<file path="src/rtl/bcis_ram.sv">
`default_nettype none
module bcis_ram #(
  parameter int unsigned WIDTH = 8,
  parameter int unsigned DEPTH = 256
) (
  input  wire logic                     clk,
  input  wire logic                     we,
  input  wire logic [$clog2(DEPTH)-1:0] addr,
  input  wire logic [WIDTH-1:0]         wdata,
  output logic      [WIDTH-1:0]         rdata
);

  logic [WIDTH-1:0] mem [DEPTH];

  always_ff @(posedge clk) begin
    if (we) begin
      mem[addr] <= wdata;
    end
    rdata <= mem[addr];
  end

endmodule
`default_nettype wire

</file>
<file path="config.mk">
export PLATFORM = sky130hd
export DESIGN_NAME = bcis_ram
export DESIGN_NICKNAME = d
export VERILOG_FILES = /design/src/rtl/bcis_ram.sv
export SDC_FILE = /design/constraint.sdc
export NUM_CORES = 2
export LEC_CHECK = 0
export ABC_AREA = 1
export BUFFER_PORTS_ARGS = -buffer_cell sky130_fd_sc_hd__buf_2
export CAP_MARGIN = 20
export CORE_MARGIN = 2
export CORE_UTILIZATION = 40
export DETAILED_ROUTE_END_ITERATION = 6
export PLACE_DENSITY_LB_ADDON = 0.08
export SETUP_SLACK_MARGIN = 0.02
export SYNTH_ARGS = -nofsm -noshare
export SYNTH_HDL_FRONTEND = slang
export SYNTH_SLANG_ARGS = --single-unit
</file>
<file path="constraint.sdc">
create_clock -name clk -period 6.8 [get_ports clk]
set_input_delay 1.36 -clock clk [delete_from_list [all_inputs] [get_ports clk]]
set_output_delay 1.36 -clock clk [all_outputs]
set_load 0.01 [all_outputs]
</file>
### Word-level counts from Yosys, hierarchy flattened

Memory sizes are Yosys's and may differ from the RTL's. A register that Yosys moved wholly into a read port is not among the register bits.
Cells that the tools add are included.
W data, S select, Z words.

| cells by class | value |
|---|---|
| muxes and demuxes | 2 |

Operators by type and width:

| cell | count |
|---|---|
| $mux W1 | 2 |

| storage, ports and cells | value |
|---|---|
| register bits after elaboration | 0 |
| memory bits (writable) | 2048 |
| input port bits | 18 |
| output and inout port bits | 8 |
| word-level logic and storage cells | 3 |
| memories kept | 1 |

Memories:

| memory | depth | bits a word | rd ports | clocked after memory_dff | wr ports | RTL line | source |
|---|---|---|---|---|---|---|---|
| mem | 256 | 8 | 1 | 1 | 1 | 13 | `logic [WIDTH-1:0] mem [DEPTH];` |

### Logic depth before layout (Yosys ltp)

| depth | value |
|---|---|
| depth after elaboration | 2 |
| mapped depth | 15 |
| depth with buffers taken out | 13 |

### Least setup slack after synthesis

OpenSTA, ideal clock, no wires.

| timing path | value |
|---|---|
| kind | input-to-reg |
| start | input addr[1] |
| end | memory mem[234][0] (enable) |
| library setup time | 0.370 ns |
| arrival time | 2.830 ns |
| data required time | 6.430 ns |
| setup slack | 3.600 ns |
| stages on the path | 10 |
| buffers on the path | 4 |
| cell sequence | buf_4 > inv_4 > nor2_8 > buf_4 > buf_4 > inv_2 > nor2_1 > nand2_1 > clkbuf_1 > nor2_1 |

RTL lines:

| what | RTL line | source |
|---|---|---|
| start: declaration | 8 | `input wire logic [$clog2(DEPTH)-1:0] addr,` |
| end: declaration | 13 |  |

No word-level cell before the write port.

==> results.py <==
metrics = {
    "sta": {
        "hold_viol_final": 0,
        "slew_headroom": 0.258,
        "fin_crit_ns": 4.07,
        "fin_tns_setup_ns": 0,
        "slew_viol_final": 0,
        "setup_viol": 0,
        "rsz0062_at_grt": "no",
        "max_slew.worst_pin.slew_ns": 1.11,
        "skew_ns": 0.0429,
        "max_freq_ghz": 0.246,
        "finalCritPeriodShare": 0.599,
    },
    "synth": {
        "yosys.area.top_type": "edfxtp_1",
        "synth.avg_cell_area_um2": 10.6,
        "ys.flop_type": "edfxtp_1",
        "seq_area_frac_synth": 0.727,
        "synth_commonest_cells": "4770 x nand2_1, 2048 x edfxtp_1, 361 x nor2_1, 188 x nand3_1, 182 x buf_2",
        "ys_async_sr_fraction": 0,
        "yosysMostFrequentCell": "nand2_1",
        "ys_seq_elements": 2056,
        "synth_edf_count": 2048,
        "yosysTopAreaCellShare": 0.725,
        "synth_fp_nets": 8039,
        "synth_cells": 8021,
        "ys_types": 18,
        "yosys_warnings": 0,
        "synth_area_mm2": 0.0849,
        "synth_area_leaders": "edfxtp_1 72%, nand2_1 21%, nor2_1 1.6%, nand3_1 1.1%, buf_2 1.1%",
    },
    "pwr": {
        "peakVddDrop_mv": 0.285,
        "leakage_nw": 37.0,
        "power_density_mw_per_mm2": 287,
    },
    "critical_path": {
        "crit_fanout": 81,
        "cpMaxStageDelayCell": "o21ai_0",
        "end_kind": "register",
        "worst-r2r-cell-count": 12,
        "worstSetupPathType": "in -> reg",
        "cp_data_required_time_ns": 7.53,
        "start_kind": "primary input",
        "critPathLaunch": "addr[0]",
        "reg2reg_from": "mem[179][1]",
        "crit_arrival_ns": 4.80,
        "cp_common_cell": "nand2_1",
        "cpPeakStageDelay_ns": 0.51,
        "crit_chain": "buf_8 > inv_8 > buf_4 > nand2_1 > nand2_1 > nand2_1 > nand3_1 > nand2_1 > nand2_1 > o21ai_0 > nand2_1 > nor2_1 > nor2_1 > nor2_1 > nand2_1",
    },
    "global_routing": {
        "antenna_found_initial": 9,
        "grt_use_met3": 0.0282,
        "grt_max_degree": 158,
        "grt_use_met2": 0.372,
        "grt_util_all_layers": 0.229,
        "grt_pass1_wl_um": 368000,
        "grt.busiest_layer": "met2",
        "grt_pass1_vias": 54335,
        "grt_remaining_overflow": 0,
        "grtUsageMet1": 0.325,
    },
    "floorplan": {
        "dieArea_mm2": 0.216,
        "start_util": 0.401,
        "io_pins": 26,
        "core_mm2": 0.211,
        "die_w_um": 465,
        "die_y_um": 465,
        "rows": 169,
    },
    "placement": {
        "gp_congestion": 0.816,
        "io_buffers": 25,
        "hpwl_um": 138000,
        "placed_area_mm2": 0.0877,
    },
    "cells_and_area": {
        "area_growth_pct": 11.7,
        "design_area_mm2": 0.0947,
        "finalNetCount": 7953,
        "drive_above_1_share": 0.0541,
    },
    "clock_network": {
        "clock_path_buffers": 3,
        "hold_buffers": 0,
        "clock-sinks": 2056,
        "cts_tree": "built",
        "post-cts-setup-buffers": 0,
        "clk_pin_slew_ns": 0.06,
        "clockRootBuffer": "clkbuf_16",
        "cts_resized": 0,
        "clk_latency_ns": 0.86,
        "cts-htree-levels": 4,
        "cts_inserted_buffers": 222,
    },
    "min_path": {
        "hp-class": "reg -> reg",
        "hold_depth": 10,
        "min_from": "mem[90][7]",
    },
    "drt": {
        "ant_nets": 0,
        "totalWireLength_um": 249000,
        "drcViolationCount": 0,
        "via_count": 55096,
        "drtPass1Iterations": 5,
        "vias_per_cell": 5.04,
        "wl_per_cell_um": 22.8,
        "drt_iter0_markers": 4944,
    },
    "outcome": {
        "status": "completed",
    },
    "job": {
        "max_cap_viol_count": 0,
    },
}
-- final timing paths --
path | to | slack, ns
max | rdata[1] | 2.73
min | rdata[7] | 0.90
max reg2reg | rdata[1] | 4.29
min reg2reg | rdata[7] | 0.90
-- worst max-delay path, delay by kind of cell --
| kind | cells | cell delay (ns) |
|---|---|---|
| AOI/OAI and AO/OA | 1 | 0.51 |
| buffers and inverters | 3 | 1.24 |
| and+or+nand+nor | 11 | 1.49 |
-- logic make-up (layout without fill, tap and decap cells) --
group | Yosys count | count (layout) | share of synthesized area
buffers and inverters | 452 | 548 | 0.0236
DFF | 2056 | 2056 | 0.727
AOI/OAI and AO/OA | 192 | 192 | 0.0113
other | 0 | 3 | 0
and+or+nand+nor | 5321 | 5321 | 0.238
-- metrics by stage --
stage / hold slack, ns / setup slack [ns] / std cells / util / total power [mW]
after floorplan: 0.788 / 3.60 / 8021 / - / 15.0
after global placement: 0.901 / 1.81 / 10530 / 0.415 / 15.8
after detailed placement: 0.871 / 1.83 / 10531 / 0.415 / 15.8
after CTS: 0.891 / 2.75 / 10937 / 0.448 / 27.5
after global routing: 0.903 / 2.55 / 10941 / 0.448 / 28.1
final: 0.896 / 2.73 / 10941 / 0.448 / 27.2
-- power by group --
part / total [mW] / switching, mW / internal, mW
Sequential: 14.0 / 0.0210 / 14.0
Clock: 11.7 / 5.04 / 6.67
Combinational: 1.53 / 1.22 / 0.317
Total: 27.2 / 6.28 / 21.0
-- registers in the layout, summed over array words and instances, names as in the netlist --
name	count
rdata	8
mem	2048
-- cell type report --
type	count	area (um^2)
fillers	20061	117000
repair buffers	107	1140
flip-flops and latches	2056	61700
clock buffers	283	5940
well taps	2821	3530
clock inverters	123	1040
multi-input cells	5513	21300
diodes	3	7.51
inverters	35	165
-- cell usage in the layout, fill, tap and decap left out, drive strengths merged --
cell / n
bufinv: 14
nand3: 188
edfxtp: 2048
a21oi: 32
o21ai: 160
inv: 43
clkbuf: 284
nand2: 4771
diode: 3
nor2: 362
clkinv: 90
clkinvlp: 11
dfxtp: 8
buf: 106
-- routing by layer --
metal / share of wire / up-vias
li1: - / 26198
met2: 0.47 / 1357
met5: 0.000044 / -
met1: 0.46 / 27226
met4: 0.024 / 2
met3: 0.048 / 313
(Power assumes the default switching activity.)
